## config.mk

```make
export PLATFORM = sky130hd
export DESIGN_NAME = qwsb_ctrl
export DESIGN_NICKNAME = d
export VERILOG_FILES = /design/src/rtl/qwsb_pkg.sv /design/src/rtl/qwsb_ctrl.sv
export SDC_FILE = /design/constraint.sdc
export NUM_CORES = 1
export LEC_CHECK = 0
export BUFFER_PORTS_ARGS = -buffer_cell sky130_fd_sc_hd__buf_2
export CAP_MARGIN = 20
export CORE_AREA = 2 2 39 41
export DETAILED_ROUTE_END_ITERATION = 16
export DIE_AREA = 0 0 41 43
export GPL_ROUTABILITY_DRIVEN = 0
export GPL_TIMING_DRIVEN = 0
export PLACE_DENSITY_LB_ADDON = 0.1
export SLEW_MARGIN = 10
export SYNTH_ARGS = -nofsm -noshare
export SYNTH_HDL_FRONTEND = slang
export SYNTH_SLANG_ARGS = --single-unit
```

## constraint.sdc

```tcl
create_clock -name clk -period 3.4 [get_ports clk]
set_clock_uncertainty 0.15 [all_clocks]
set_input_delay 0.51 -clock clk [delete_from_list [all_inputs] [get_ports clk]]
set_output_delay 0.51 -clock clk [all_outputs]
set_load 0.05 [all_outputs]
```

## src/rtl/qwsb_pkg.sv

```systemverilog
// shared types and constants for the quorum weighted signal blend
package qwsb_pkg;

	localparam int unsigned SLOTS = 4;
	localparam int unsigned NVAL = 5;
	localparam int unsigned TS_W = 63;
	// sum of up to four 16x16 products: 34 bits, plus sign guard
	localparam int unsigned ACC_W = 36;
	// total weight: four 16-bit weights
	localparam int unsigned TOT_W = 18;
	localparam int unsigned QUO_W = ACC_W;

	typedef enum logic [1:0] {
		OP_PUSH  = 2'd0,
		OP_TICK  = 2'd1,
		OP_FORCE = 2'd2,
		OP_CLEAR = 2'd3
	} op_t;

	typedef enum logic [2:0] {
		REG_MODE     = 3'd0,
		REG_MIN_SRC  = 3'd1,
		REG_STALE    = 3'd2,
		REG_CLR_PEND = 3'd3,
		REG_ENABLE   = 3'd4,
		REG_WEIGHTS  = 3'd5
	} reg_idx_t;

	typedef enum logic [1:0] {
		MODE_EQUAL  = 2'd0,
		MODE_CONF   = 2'd1,
		MODE_CUSTOM = 2'd2
	} mode_t;

	typedef enum logic [2:0] {
		ST_IDLE,
		ST_ACCUM,
		ST_DIV_START,
		ST_DIV_WAIT,
		ST_OUT
	} state_t;

	// controller -> datapath commands
	typedef struct packed {
		logic       load;       // capture input beat and apply op
		logic       acc_clear;
		logic       acc_step;   // accumulate slot acc_slot
		logic [1:0] acc_slot;
		logic       div_start;  // start division of field div_field
		logic [2:0] div_field;
		logic       out_load;
		logic       out_cause;
		logic       clr_pending;
	} cmd_t;

	// datapath -> controller status
	typedef struct packed {
		logic      quorum;      // push reached quorum (valid after load)
		logic      is_push_ok;  // op was a push from a live slot
		logic      is_force;
		logic      div_done;
		logic      clr_en;
	} sts_t;

endpackage

```

## src/rtl/qwsb_ctrl.sv

```systemverilog
// sequencing state machine for accept, scan, divide and output
module qwsb_ctrl (
	input  logic             clk,
	input  logic             arst_n,
	input  logic             in_valid,
	output logic             in_ready,
	output logic             out_valid,
	input  logic             out_ready,
	input  qwsb_pkg::sts_t   sts,
	output qwsb_pkg::cmd_t   cmd
);
	qwsb_pkg::state_t st_q, st_d;
	logic [2:0] idx_q, idx_d;
	logic cause_q, cause_d, ovld_q, ovld_d;
	logic eval_q;

	// next state
	always_comb begin
		st_d = st_q;
		idx_d = idx_q;
		cause_d = cause_q;
		ovld_d = ovld_q;
		if (ovld_q && out_ready) ovld_d = 1'b0;
		case (st_q)
			qwsb_pkg::ST_IDLE: begin
				if (eval_q) begin
					if ((sts.is_push_ok && sts.quorum) || sts.is_force) begin
						st_d = qwsb_pkg::ST_ACCUM;
						idx_d = '0;
						cause_d = sts.is_force;
					end
				end
			end
			qwsb_pkg::ST_ACCUM: begin
				idx_d = idx_q + 3'd1;
				if (idx_q == 3'd3) begin
					st_d = qwsb_pkg::ST_DIV_START;
					idx_d = '0;
				end
			end
			qwsb_pkg::ST_DIV_START: st_d = qwsb_pkg::ST_DIV_WAIT;
			qwsb_pkg::ST_DIV_WAIT: begin
				if (sts.div_done) begin
					idx_d = idx_q + 3'd1;
					st_d = (idx_q == 3'd4) ? qwsb_pkg::ST_OUT : qwsb_pkg::ST_DIV_START;
				end
			end
			qwsb_pkg::ST_OUT: begin
				if (!ovld_q || out_ready) begin
					st_d = qwsb_pkg::ST_IDLE;
					ovld_d = 1'b1;
				end
			end
			default: st_d = qwsb_pkg::ST_IDLE;
		endcase
	end

	// outputs
	always_comb begin
		cmd = '0;
		in_ready = (st_q == qwsb_pkg::ST_IDLE) && !eval_q;
		cmd.load = in_valid && in_ready;
		cmd.acc_clear = (st_q == qwsb_pkg::ST_IDLE);
		cmd.acc_step = (st_q == qwsb_pkg::ST_ACCUM);
		cmd.acc_slot = idx_q[1:0];
		cmd.div_start = (st_q == qwsb_pkg::ST_DIV_START);
		cmd.div_field = idx_q;
		cmd.out_load = (st_q == qwsb_pkg::ST_OUT) && (!ovld_q || out_ready);
		cmd.out_cause = cause_q;
		cmd.clr_pending = cmd.out_load && !cause_q && sts.clr_en;
		out_valid = ovld_q;
	end

	always_ff @(posedge clk or negedge arst_n) begin
		if (!arst_n) begin
			st_q <= qwsb_pkg::ST_IDLE;
			idx_q <= '0;
			cause_q <= 1'b0;
			ovld_q <= 1'b0;
			eval_q <= 1'b0;
		end else begin
			st_q <= st_d;
			idx_q <= idx_d;
			cause_q <= cause_d;
			ovld_q <= ovld_d;
			eval_q <= cmd.load;
		end
	end

`ifndef NO_ASSERTIONS
	a_no_accept_busy: assert property (@(posedge clk) disable iff (!arst_n)
		(st_q != qwsb_pkg::ST_IDLE) |-> !in_ready) else $error("accept while busy");
	a_out_hold: assert property (@(posedge clk) disable iff (!arst_n)
		(ovld_q && !out_ready) |=> ovld_q) else $error("result dropped");
	a_div_wait: assert property (@(posedge clk) disable iff (!arst_n)
		(st_q == qwsb_pkg::ST_DIV_START) |=> (st_q == qwsb_pkg::ST_DIV_WAIT))
		else $error("divider sequence");
`endif
endmodule

```

==> flow_metrics.tcl, run 1 <==
set metrics [dict create \
    synth_top_area_cell "dfrtp_1" \
    holdCritPathClass "input pin to flip-flop" \
    finish.utilization 0.5552 \
    setup_tns_ps 0 \
    max_freq_mhz 435.2 \
    drv_cap 0 \
    critical_path.startpoint_type "flip-flop" \
    num_rows 14 \
    rsz0062_at_grt "false" \
    grt_usage 0.1689 \
    die-area_um2 1763 \
    syn_avg_cell_area_um2 9.866 \
    synthCells 61 \
    r2r_setup_slack_ps 1960 \
    cp.required_ps 2740 \
    seq_area_frac_synth 0.3742 \
    htreeDepth 1 \
    yosysWarnings 0 \
    synthTopCellsByArea "dfrtp_1 (37%), ha_1 (8.3%), mux2i_1 (5.0%)" \
    cp-endpoint "cmd[0]" \
    diodes 0 \
    routed_wl_um 1268 \
    layout-drive-gt1-share 0.3864 \
    synth_edf_count 0 \
    cp_max_fo 10 \
    post_cts_buffers 0 \
    synth_top_area_frac 0.3742 \
    powerDensity_nw_per_um2 1062 \
    slew_violations 0 \
    regArea_um2 225.2 \
    relSlewSlack 0.8407 \
    setup_violations 0 \
    nFillCells 138 \
    vdd_ir_drop_max_v 0.0005939 \
    p_total_w 0.0008155 \
    start_util 0.4349 \
    die_w_um 41 \
    cts_tree "yes" \
    leakage_nw 0.4181 \
    multiInputGateArea_um2 309.0 \
    reg2reg_depth 5 \
    grt_pass1_wl_um 1959 \
    fin_crit_sh 0.6758 \
    first_pass_iters 2 \
    whs_ps 311.5 \
    grt_max_degree 11 \
    yosys_register_bits 9 \
    antenna_found_initial 0 \
    ios 23 \
    drtAntennaViolNets 0 \
    r2r-end "st_q[0]" \
    placed_area_um2 732.0 \
    cp-startpoint "st_q[0]" \
    core_region_area_um2 1384 \
    port_buffers 22 \
    cts_made_buffers 3 \
    via_per_inst 5.077 \
    finalHoldViolCount 0 \
    period_needed_ps 2298 \
    drtIter0Drc 12 \
    clockBufferDepth 2 \
    syn_area_um2 601.8 \
    die_h_um 43 \
    gr-total-overflow 0 \
    worstPathArrival_ps 1640 \
    synthesis.nets 74 \
    ctsResizeCount 0 \
    max_slew.worst_pin.slew_ps 238.1 \
    clockRootBuffer "clkbuf_4" \
    postSynth.asyncResetShare 1.000 \
    min_delay_path_depth 2 \
    cp-end-kind "primary output" \
    clock-sinks 9 \
    wl_per_cell_um 12.19 \
    nNetsFinal 102 \
    drcViolationCount 0 \
    synth_cell_type_count 27 \
    synthFlopType "dfrtp_1" \
    final_common_cell "buf_2" \
    status "completed" \
    rr_startpoint "idx_q[0]" \
    final_area_um2 768.2 \
    dp_hpwl_um 977.9 \
    grt_pass1_vias 457 \
    clk_pin_slew_worst_paths_ps 70 \
    dr_total_vias 528 \
    syn2layout_area_growth_pct 27.65 \
    most-common-layout-cells "buf_2 (22), dfrtp_1 (9), nand2_1 (6)" \
    critical_path_class "flip-flop to primary output" \
    clk-insertion-delay-late_ps 270 \
]
worst min-delay path by stage:
stage,start,end,slack [ps]
final,in_valid,eval_q,310
after global routing,in_valid,eval_q,340
after CTS,in_valid,eval_q,310
after detailed placement,arst_n,eval_q,230
after global placement,arst_n,eval_q,230
after floorplan,arst_n,cause_q,60
cells in the mapped netlist (2+ instances only):
cell	count
buf_6	2
dfrtp_1	9
and3_1	2
and2_1	2
nand2b_1	3
mux2i_1	3
inv_1	4
nor2_1	2
ha_1	4
nand2_1	6
buf_4	4
nand4_1	2
nand3_1	4
worst max-delay path, stage by stage, from the launching register on:
cell	delay, ps
dfrtp_1	370
buf_4	170
nor2_1	210
and3_1	210
and3b_1	150
buf_2	250
report_power, final:
group | internal (W) | switching, W
logic | 0.000178 | 0.000368
registers | 0.000147 | 0.0000360
clock network | 0.0000454 | 0.0000411
total | 0.000370 | 0.000445
cells by family (layout without fill, tap and decap cells):
kind of cell	Yosys count	count (layout)	synth area share
multiplexers	3	3	0.04990
adder cells (fa/ha/maj)	4	4	0.08316
AND/OR/NAND/NOR	28	28	0.2911
AO/OA/AOI/OAI	7	7	0.08939
flip-flops	9	9	0.3742
buffers and inverters	10	37	0.1123
what timing repair did:
action                                 in CTS  in global routing
endpoints found under the hold margin       9                  0
hold buffers                                1                  0
setup endpoints to repair                   0                  0
through the flow:
step / cells / setup WS (ps)
floorplan: 61 / 650.6
global placement: 99 / 1395
detailed placement: 99 / 1388
CTS: 104 / 1090
global route: 104 / 1023
finish: 104 / 1102
per-layer routing:
layer / track usage / share of wire / wire length, um / up-vias
li1: - / - / - / 268
met2: 0.2469 / 0.49 / 617 / 14
met1: 0.2215 / 0.44 / 560 / 242
met4: 0.1200 / 0.024 / 31 / 0
met5: 0 / 0 / 0 / -
met3: 0.01571 / 0.047 / 59 / 4
layout make-up:
class,count,area share
repair buffers,23,0.1564
inverters,4,0.01954
well taps,16,0.02606
multi-input cells,42,0.4023
clock buffers,4,0.03420
flip-flops and latches,9,0.2932
plain buffers,6,0.06840
registers in the layout (all words and copies together), names as in the netlist:
register,count
cause_q,1
eval_q,1
idx_q,3
out_valid,1
st_q,3
No activity file was read; power rests on OpenSTA's default activity.
==> run 2: changes to the inputs <==
--- a/config.mk
+++ b/config.mk
@@ -5,11 +5,12 @@
 export SDC_FILE = /design/constraint.sdc
 export NUM_CORES = 1
 export LEC_CHECK = 0
+export ABC_AREA = 1
 export BUFFER_PORTS_ARGS = -buffer_cell sky130_fd_sc_hd__buf_2
 export CAP_MARGIN = 20
-export CORE_AREA = 2 2 39 41
+export CORE_AREA = 2 2 40 42
 export DETAILED_ROUTE_END_ITERATION = 16
-export DIE_AREA = 0 0 41 43
+export DIE_AREA = 0 0 42 44
 export GPL_ROUTABILITY_DRIVEN = 0
 export GPL_TIMING_DRIVEN = 0
 export PLACE_DENSITY_LB_ADDON = 0.1
==> constraint.sdc (replaced) <==
create_clock -name clk -period 2.2 [get_ports clk]
set_clock_uncertainty 0.15 [all_clocks]
set_input_delay 0.33 -clock clk [delete_from_list [all_inputs] [get_ports clk]]
set_output_delay 0.33 -clock clk [all_outputs]
set_load 0.05 [all_outputs]
==> flow_metrics.tcl, run 2 <==
set metrics [dict create \
    status "completed" \
    min_delay_path_depth 2 \
    final_common_cell "buf_2" \
    most-common-layout-cells "buf_2 (22), nand2_1 (18), inv_1 (17), dfrtp_1 (9), o21ai_0 (6)" \
    synth_top_area_frac 0.3543 \
    period_needed_ps 1986 \
    r2r_setup_slack_ps 650 \
    dp_hpwl_um 1010 \
    clk_pin_slew_worst_paths_ps 70 \
    yosysWarnings 0 \
    cts_tree "yes" \
    synth_cell_type_count 18 \
    p_seq_frac 0.235 \
    synth_edf_count 0 \
    dp.cells 125 \
    pwr-share-clk 0.116 \
    ctsResizeCount 0 \
    grt_pass1_vias 530 \
    p_int_w 0.0004854 \
    routed_wl_um 1303 \
    max_freq_mhz 503.6 \
    leakage_nw 0.4635 \
    synth_top_area_cell "dfrtp_1" \
    syn2layout_area_growth_pct 27.76 \
    synthFlopType "dfrtp_1" \
    slowest_stage "dfrtp_1" \
    drv_cap 0 \
    worstPathArrival_ps 1510 \
    drtIter0Drc 9 \
    combinationalPowerShare 0.648 \
    synth.most_common_cell "nand2_1" \
    antenna_found_initial 0 \
    relSlewSlack 0.8314 \
    cts_hold_buffers 1 \
    via_per_inst 4.623 \
    crit_buf_inv 2 \
    clockRootBuffer "clkbuf_4" \
    crit_chain "inv_2 -> nand3_1 -> nor2_2 -> nand2_1 -> nor2_4 -> buf_2" \
    nNetsFinal 128 \
    finalHoldViolCount 0 \
    clockBufferDepth 2 \
    yosys_register_bits 9 \
    syn_avg_cell_area_um2 7.306 \
    drtAntennaViolNets 0 \
    seq_area_frac_synth 0.3543 \
    layout-drive-gt1-share 0.3509 \
    cp_max_fo 6 \
    cp.required_ps 1720 \
    max_slew.worst_pin.slew_ps 254.6 \
    clk-insertion-delay-late_ps 270 \
    synthesis.nets 100 \
    clock-sinks 9 \
    fin_crit_sh 0.9026 \
    vdd_ir_drop_max_v 0.0007043 \
    gr-total-overflow 0 \
    grt_usage 0.1567 \
    critPathTopFamily "flip-flops" \
    die_h_um 44 \
    port_buffers 22 \
    core_region_area_um2 1419 \
    grt_pass1_wl_um 2090 \
    slowest_delay_ps 450 \
    syn_area_um2 635.6 \
    switching_power_w 0.0006649 \
    postSynth.asyncResetShare 1.000 \
    diodes 0 \
    swShare 0.5780 \
    start_util 0.4480 \
    slew_violations 0 \
    whs_ps 119.1 \
    setup_tns_ps 0 \
    first_pass_iters 4 \
    critical_path_class "flip-flop to primary output" \
    num_rows 14 \
    drcViolationCount 0 \
    powerDensity_nw_per_um2 1417 \
    synthCells 87 \
    ios 23 \
    path_depth 6 \
    wl_per_cell_um 10.02 \
    cp-end-kind "primary output" \
    grt_max_degree 10 \
    yosys-top-cells-count "nand2_1 (18), inv_1 (17), dfrtp_1 (9)" \
    dr_total_vias 601 \
    nFillCells 138 \
    reg2reg_depth 5 \
    holdCritPathClass "input pin to flip-flop" \
    die_w_um 42 \
    fin_cells 130 \
    die-area_um2 1848 \
    synthTopCellsByArea "dfrtp_1 (35%), nand2_1 (11%), inv_1 (10%)" \
    htreeDepth 1 \
    largestRegisters "idx_q: 3 flops, st_q: 3 flops" \
    setup_violations 0 \
    rsz0062_at_grt "false" \
    cts_made_buffers 3 \
    post_cts_buffers 0 \
    critical_path.startpoint_type "flip-flop" \
]
-- run 2: cell types whose count changed after synthesis, sizes merged, moves of 2 or more --
cell	delta
and2	-2
nand3	+2
a32o	-2
nand2b	-3
mux2i	-3
nand2	+14
o21ai	+5
buf	-3
and3	-2
inv	+15
nor2	+10
-- run 2: routing by layer --
metal / part of all wire / routed length (um) / vias to the layer above / track usage
li1: - / - / 323 / -
met1: 0.45 / 586 / 257 / 0.1813
met2: 0.47 / 616 / 17 / 0.2531
met3: 0.059 / 77 / 4 / 0.05000
met4: 0.018 / 23 / 0 / 0.09677
met5: 0 / 0 / - / 0
-- run 2: through the flow --
step / setup slack [ps] / power [W] / util / area [um2]
2_1_floorplan: 59.05 / 0.0008767 / - / 645.6
3_3_place_gp: 520.2 / 0.001010 / 0.5467 / 775.7
3_5_place_dp: 506.1 / 0.001019 / 0.5467 / 775.7
4_1_cts: 207.6 / 0.001161 / 0.5723 / 812.0
5_1_grt: 104.4 / 0.001238 / 0.5723 / 812.0
6_report: 214.4 / 0.001150 / 0.5723 / 812.0
-- run 2: final timing paths --
check	endpoint	startpoint
max	cmd[0]	st_q[1]
min	out_valid	out_ready
min reg2reg	eval_q	eval_q
min in group asynchronous	eval_q	arst_n
max reg2reg	idx_q[2]	idx_q[0]
max in group asynchronous	st_q[2]	arst_n
-- run 2: cell families (layout without fill, tap and decap cells) --
kind of cell               Yosys count  count (layout)  share of synthesized area
and+or+nand+nor                     42              42                     0.3327
buffers and inverters               22              49                     0.1476
AOI/OAI and AO/OA                   10              10                    0.08661
DFF                                  9               9                     0.3543
adders and majority gates            4               4                    0.07874
-- run 2: area by class of cell --
class,instances,area (um2),area share
multi-input combinational,56,326.6,0.4022
sequential,9,225.2,0.2773
timing repair buffer,23,120.1,0.1479
inverter,19,71.32,0.08783
clock buffer,4,26.28,0.03236
buffer,3,22.52,0.02773
tap,16,20.02,0.02465
-- run 2: worst register-to-register path, stage by stage, from the launching register on --
cell     delay (ps)
dfrtp_1         420
ha_1            230
ha_1            270
nor3_1          180
a21oi_1          50
o21ai_0         170
-- run 2: power by group through the flow --
stage	registers, W	clock network (W)	logic [W]
floorplan	0.000304	0	0.000572
global placement	0.000270	0	0.000740
detailed placement	0.000272	0	0.000747
CTS	0.000269	0.000139	0.000753
global route	0.000278	0.000149	0.000811
finish	0.000271	0.000134	0.000746
==> run 3: changes to the inputs <==
--- a/config.mk
+++ b/config.mk
@@ -14,6 +14,7 @@
 export GPL_ROUTABILITY_DRIVEN = 0
 export GPL_TIMING_DRIVEN = 0
 export PLACE_DENSITY_LB_ADDON = 0.1
+export RECOVER_POWER = 50
 export SLEW_MARGIN = 10
 export SYNTH_ARGS = -nofsm -noshare
 export SYNTH_HDL_FRONTEND = slang
==> flow_metrics.tcl, run 3 (synthesized netlist as in run 2, its figures left out) <==
set metrics [dict create \
    status "completed" \
    clock-sinks 9 \
    dp_hpwl_um 1010 \
    p_total_w 0.001135 \
    cts_made_buffers 3 \
    clockBufferDepth 2 \
    holdCritPathClass "input pin to flip-flop" \
    drv_cap 0 \
    p_seq_frac 0.238 \
    antenna_found_initial 0 \
    min_delay_path_depth 2 \
    leakage_nw 0.4481 \
    rsz0062_at_grt "false" \
    cp_max_fo 6 \
    relSlewSlack 0.6081 \
    drtAntennaViolNets 0 \
    die-area_um2 1848 \
    post_cts_buffers 0 \
    setup_tns_ps 0 \
    worstPathArrival_ps 1490 \
    pwr-share-clk 0.119 \
    critical_path.startpoint_type "flip-flop" \
    cts_tree "yes" \
    reg2reg_depth 5 \
    clk_pin_slew_worst_paths_ps 70 \
    powerDensity_nw_per_um2 1424 \
    fin_crit_sh 0.8976 \
    dr_total_vias 605 \
    port_buffers 22 \
    grt_max_degree 10 \
    layout-drive-gt1-share 0.2982 \
    grt_usage 0.1567 \
    switching_power_w 0.0006572 \
    cp-end-kind "primary output" \
    critical_path_class "flip-flop to primary output" \
    grt_pass1_vias 530 \
    syn2layout_area_growth_pct 25.39 \
    slew_violations 0 \
    ios 23 \
    via_per_inst 4.654 \
    drcViolationCount 0 \
    cp.required_ps 1720 \
    setup_violations 0 \
    final_common_cell "nand2_1" \
    drtIter0Drc 11 \
    num_rows 14 \
    finalHoldViolCount 0 \
    clockRootBuffer "clkbuf_4" \
    nNetsFinal 128 \
    largestRegisters "idx_q: 3 flops, st_q: 3 flops" \
    wl_per_cell_um 10.02 \
    die_w_um 42 \
    most-common-layout-cells "nand2_1 (19), buf_2 (18), inv_1 (17), dfrtp_1 (9)" \
    htreeDepth 1 \
    die_h_um 44 \
    core_region_area_um2 1419 \
    gr-total-overflow 0 \
    period_needed_ps 1975 \
    swShare 0.5789 \
    combinationalPowerShare 0.643 \
    routed_wl_um 1303 \
    max_slew.worst_pin.slew_ps 590.4 \
    diodes 0 \
    vdd_ir_drop_max_v 0.0006685 \
    grt_pass1_wl_um 2090 \
    p_int_w 0.0004780 \
    start_util 0.4480 \
    max_freq_mhz 506.4 \
    ctsResizeCount 0 \
    clk-insertion-delay-late_ps 270 \
    first_pass_iters 4 \
]
==> run 3: per-layer routing <==
layer,share of wire,track usage,up-vias
met4,0.0084,0.09677,0
met2,0.48,0.2531,19
met3,0.054,0.05000,2
li1,-,-,322
met1,0.45,0.1813,262
met5,0,0,-
==> run 3: through the flow <==
stage	util	hold WS (ps)	cells	worst slack [ps]	cell area, um2
after global routing	0.5617	131.0	130	114.1	797.0
final	0.5617	119.6	130	225.3	797.0
after global placement	0.5467	48.05	125	520.2	775.7
after detailed placement	0.5467	48.86	125	506.1	775.7
after CTS	0.5723	113.4	130	207.6	812.0
after floorplan	-	-115.6	87	59.05	645.6
==> run 3: area by class of cell <==
cell class | instances | area (um2)
Tap cell | 16 | 20.02
Inverter | 19 | 71.32
Timing Repair Buffer | 23 | 115.1
Buffer | 3 | 22.52
Sequential cell | 9 | 225.2
Fill cell | 144 | 621.8
Multi-Input combinational cell | 56 | 316.6
Clock buffer | 4 | 26.28
==> run 3: worst max-delay path: stages, from the launching register on <==
cell and delay, ps:
dfrtp_1 450, inv_2 130, nand3_1 120, nor2_2 110
nand2_1 90, nor2_4 70, buf_2 250
==> run 3: what timing repair did <==
item	in CTS	in global routing
hold buffers	1	0
endpoints found under the setup margin	0	0
endpoints found under the hold margin	9	0
==> run 3: final timing paths <==
check,from,end,slack [ps]
max in group asynchronous,arst_n,st_q[0],1170
setup reg to reg,idx_q[0],idx_q[2],620
hold reg to reg,eval_q,eval_q,400
setup / recovery,st_q[1],cmd[0],230
min in group asynchronous,arst_n,eval_q,390
hold / removal,out_ready,out_valid,120
==> run 3: power by group through the flow <==
stage	clock (W)	sequential, W	combinational, W
2_1_floorplan	0	0.000304	0.000572
3_3_place_gp	0	0.000270	0.000740
3_5_place_dp	0	0.000272	0.000747
4_1_cts	0.000139	0.000269	0.000753
5_1_grt	0.000149	0.000278	0.000795
6_report	0.000135	0.000270	0.000730
